===== src/rhc_pkg.sv =====
// Shared constants for the RGB/HSV converter.
`default_nettype none
package rhc_pkg;

  localparam logic [1:0] ModeToHsv   = 2'd0;
  localparam logic [1:0] ModeToRgb   = 2'd1;
  localparam logic [1:0] ModeRecolor = 2'd2;
  localparam logic [1:0] ModeUnused  = 2'd3;

  localparam logic CfgMode   = 1'b0;
  localparam logic CfgNewHue = 1'b1;

endpackage
`default_nettype wire


===== src/rhc_div.sv =====
// Pipelined restoring divider: 16-bit quotient, four bits resolved per stage.
`default_nettype none
module rhc_div import rhc_pkg::*; (
  input  wire logic        clk_i,
  input  wire logic        en_i,
  input  wire logic [15:0] num_i,
  input  wire logic [15:0] den_i,
  output logic      [15:0] quo_o
);
  logic [16:0] rem_q [4];
  logic [15:0] num_q [4];
  logic [15:0] den_q [4];
  logic [15:0] quo_q [4];

  always_ff @(posedge clk_i) begin
    if (en_i) begin
      for (int s = 0; s < 4; s++) begin
        logic [16:0] r;
        logic [15:0] n, d, qq;
        n  = (s == 0) ? num_i : num_q[s-1];
        d  = (s == 0) ? den_i : den_q[s-1];
        r  = (s == 0) ? 17'd0 : rem_q[s-1];
        qq = (s == 0) ? 16'd0 : quo_q[s-1];
        for (int k = 0; k < 4; k++) begin
          r = {r[15:0], n[15 - 4*s - k]};
          if (r >= {1'b0, d}) begin
            r = r - {1'b0, d};
            qq[15 - 4*s - k] = 1'b1;
          end
        end
        rem_q[s] <= r;
        num_q[s] <= n;
        den_q[s] <= d;
        quo_q[s] <= qq;
      end
    end
  end

  assign quo_o = quo_q[3];
endmodule
`default_nettype wire


===== config.mk =====
export PLATFORM = sky130hd
export DESIGN_NAME = rhc_div
export DESIGN_NICKNAME = d
export VERILOG_FILES = /design/src/rhc_pkg.sv /design/src/rhc_div.sv
export SDC_FILE = /design/constraint.sdc
export NUM_CORES = 1
export LEC_CHECK = 0
export BUFFER_PORTS_ARGS = -buffer_cell sky130_fd_sc_hd__buf_2
export CAP_MARGIN = 0
export CORE_AREA = 2 2 218 220
export CTS_BUF_LIST = sky130_fd_sc_hd__clkbuf_8
export DETAILED_ROUTE_END_ITERATION = 10
export DIE_AREA = 0 0 220 222
export PLACE_DENSITY = 0.66
export SETUP_SLACK_MARGIN = 0.5
export SYNTH_ARGS = -nofsm -noshare
export SYNTH_HDL_FRONTEND = slang
export SYNTH_SLANG_ARGS = --single-unit

===== constraint.sdc =====
create_clock -name clk_i -period 34.1 [get_ports clk_i]
set_input_delay 6.82 -clock clk_i [delete_from_list [all_inputs] [get_ports clk_i]]
set_output_delay 6.82 -clock clk_i [all_outputs]
set_load 0.02 [all_outputs]

==> key figures <==
Route
  • Iteration-0 DRC Markers: 821
  • Vias per cell: 5.69
  • Vias: 15.1k
  • Post-route ant nets: 0
  • Drt wl/cell: 17.9 µm
  • # DRC: 0
  • Detailed-router iteration count before antenna repair: 5
  • Final WL: 47.5 mm

Hold path
  • Worst hold path startpoint: num_q[1][2]$_DFFE_PP_
  • Hold Path Class: flop to flop
  • WHS Endpoint: num_q[2][2]$_DFFE_PP_
  • Hold path depth: 0

Setup path
  • Reg-to-reg startpoint: den_q[0][1]$_DFFE_PP_
  • Slowest CP cell: and2b_1
  • Setup CP Type: primary input to flop
  • Worst R2R Path Depth: 42
  • WP buf/inv: 4
  • Delay-heaviest family, CP: compound AO/OA/AOI/OAI gates
  • Startpoint Class: primary input
  • Worst setup EP type: flop
  • Slowest cell delay on critical path: 0.64 ns
  • Worst Path Required: 34.38 ns
  • CP max FO: 22
  • FF-to-FF setup slack: 21.54 ns
  • Reg2reg end: rem_q[1][3]$_DFFE_PP_
  • Crit path arrival time: 16.98 ns

Die
  • Die Area: 48800 µm²
  • Core box area: 46300 µm²
  • Die Y: 222 µm
  • I/O pins: 50
  • Row Count: 79
  • DIE WIDTH: 220 µm
  • Starting Density: 0.396

Finish
  • Fill count: 4540
  • Final std cells w/o fill: 2650
  • Commonest non-fill, non-tap cell in the layout: ha_1
  • Most frequent cells in the layout: ha_1 (242), a21oi_1 (160), edfxtp_1 (160)
  • Design Area, Final: 19600 µm²
  • Area growth, synth to finish: 6.88%
  • Fraction of layout cells with a size suffix above 1: 0.121
  • Area occupied by registers: 4800 µm²
  • Final Net Count: 2321
  • Diodes inserted: 0
  • Multi-input logic area: 12800 µm²

GRT
  • Initial antenna violation count: 0
  • Grt met3 use: 0.0257
  • Global routing met2 resource utilization: 0.343
  • GR Util All Layers: 0.195
  • Vias in the first global route: 14.7k
  • Grt ovf: 0
  • Global-route wire length before repair: 75.3 mm
  • Largest net degree at the start of global routing: 95
  • Met1 Track Usage GR: 0.232
  • GR peak layer: met2

Placed design
  • Port bufs: 49
  • Post-Place Cells: 2619
  • Final HPWL DP: 38.3 mm
  • RePlAce Congestion: 0.943
  • Placed Area: 19200 µm²

CTS
  • Clock buffer depth: 2
  • Setup Fix Bufs, Post-CTS: 0
  • Cts bufs inserted: 17
  • Hold buffers post-CTS: 0
  • Clk Latency, worst-skew pair: 0.54 ns
  • Post-cts resize count: 0
  • Root Buffer: clkbuf_8
  • H-tree depth: 4
  • Clk slew on worst S/H paths: 0.08 ns
  • CTS tree: done
  • Clk sinks: 160

Yosys
  • Number of synthesized register bits: 160
  • Top cells by area, synth: edfxtp_1 (26%), ha_1 (17%), mux2_2 (7.3%)
  • Distinct cells, synth: 87
  • Syn nets: 2278
  • Synth Cell Area: 18300 µm²
  • Syn Area/Cell: 9.22 µm²
  • Yosys top cell area share: 0.262
  • Yosys top cell by area: edfxtp_1
  • Seq/Total Area, Yosys: 0.262
  • Yosys Warn Count: 0
  • Ys flop type: edfxtp_1
  • Post-synth EDFFs: 160
  • Async SR Flop Fraction: 0
  • Post-Syn Instances: 1988

STA
  • Slew HR: 0.337
  • Clock skew: 0.0171 ns
  • RSZ-0062 raised after global routing: false
  • Fmax: 59.9 MHz
  • Min cycle time layout: 16.70 ns
  • Setup TNS: 0 ns
  • Final Hold Viols: 0
  • Fin. max-slew vios: 0
  • Final worst path period share: 0.490
  • Worst-margin pin slew: 0.994 ns
  • Final setup fails: 0

Outcome
  • Outcome: completed

Job
  • Max-Cap Viols: 0
state kept, by name (all words and copies together), names as in the netlist:
register  flops
rem_q        48
den_q        48
num_q        24
quo_q        40
cell type report:
cell class                      instances  area share
Timing Repair Buffer                   54      0.0148
Tap cell                              607      0.0388
Clock inverter                         14     0.00715
Multi-Input combinational cell       1641       0.652
Sequential cell                       160       0.245
Clock buffer                           17      0.0119
Inverter                              157      0.0301
worst max-delay path by stage:
stage	start	endpoint	depth (start not counted)	slack, ns
4_1_cts	den_i[1]	rem_q[0][15]$_DFFE_PP_	35	17.62
3_3_place_gp	den_i[1]	rem_q[0][2]$_DFFE_PP_	37	17.44
6_report	den_i[1]	rem_q[0][15]$_DFFE_PP_	37	17.40
5_1_grt	den_i[1]	rem_q[0][7]$_DFFE_PP_	37	16.40
2_1_floorplan	num_i[15]	rem_q[0][10]$_DFFE_PP_	42	18.72
3_5_place_dp	den_i[1]	rem_q[0][13]$_DFFE_PP_	35	17.06
cells in the mapped netlist (16+ instances only):
master      n
ha_1      242
a21oi_1   160
edfxtp_1  160
inv_1     155
nor2_1    153
mux2_2    119
o21ai_0   100
xnor2_1    99
nand2_1    98
a21o_1     81
xor2_1     50
nor3_1     49
nor2b_1    45
nand4_1    39
o21a_1     33
nand3_1    23
mux2i_1    22
and3_1     20
o21bai_1   20
a21boi_0   18
nand2b_1   18
a31oi_1    17
a211oi_1   16
mux2_4     16
worst reg2reg max path: cells and delay by family, from the launching register on:
family | cells | cell delay, ns
mux | 4 | 1.78
buf+inv | 6 | 1.42
fa+ha+maj | 4 | 1.17
compound gates | 19 | 5.51
flops | 1 | 0.51
simple gates | 9 | 1.93
kinds of logic after synthesis:
logic type / Yosys count / synth area share
buf+inv: 187 / 0.0414
simple gates: 511 / 0.139
compound gates: 562 / 0.203
flops: 160 / 0.262
fa+ha+maj: 256 / 0.180
xor+xnor: 149 / 0.0712
mux: 163 / 0.103
per-layer routing:
metal / wire, µm / share of wire
met1: 20200 / 0.43
met2: 23400 / 0.49
met3: 1830 / 0.038
met4: 1980 / 0.042
met5: 0 / 0
per-stage QoR:
step	hold WS, ns	util	setup slack, ns
floorplan	0.400	-	18.72
finish	0.423	0.424	17.40
global route	0.429	0.424	16.40
CTS	0.425	0.424	17.62
detailed placement	0.405	0.415	17.06
global placement	0.404	0.415	17.44
Power is not shown: default switching activity piles up to over one toggle a cycle in this logic, so the estimate is an artifact.
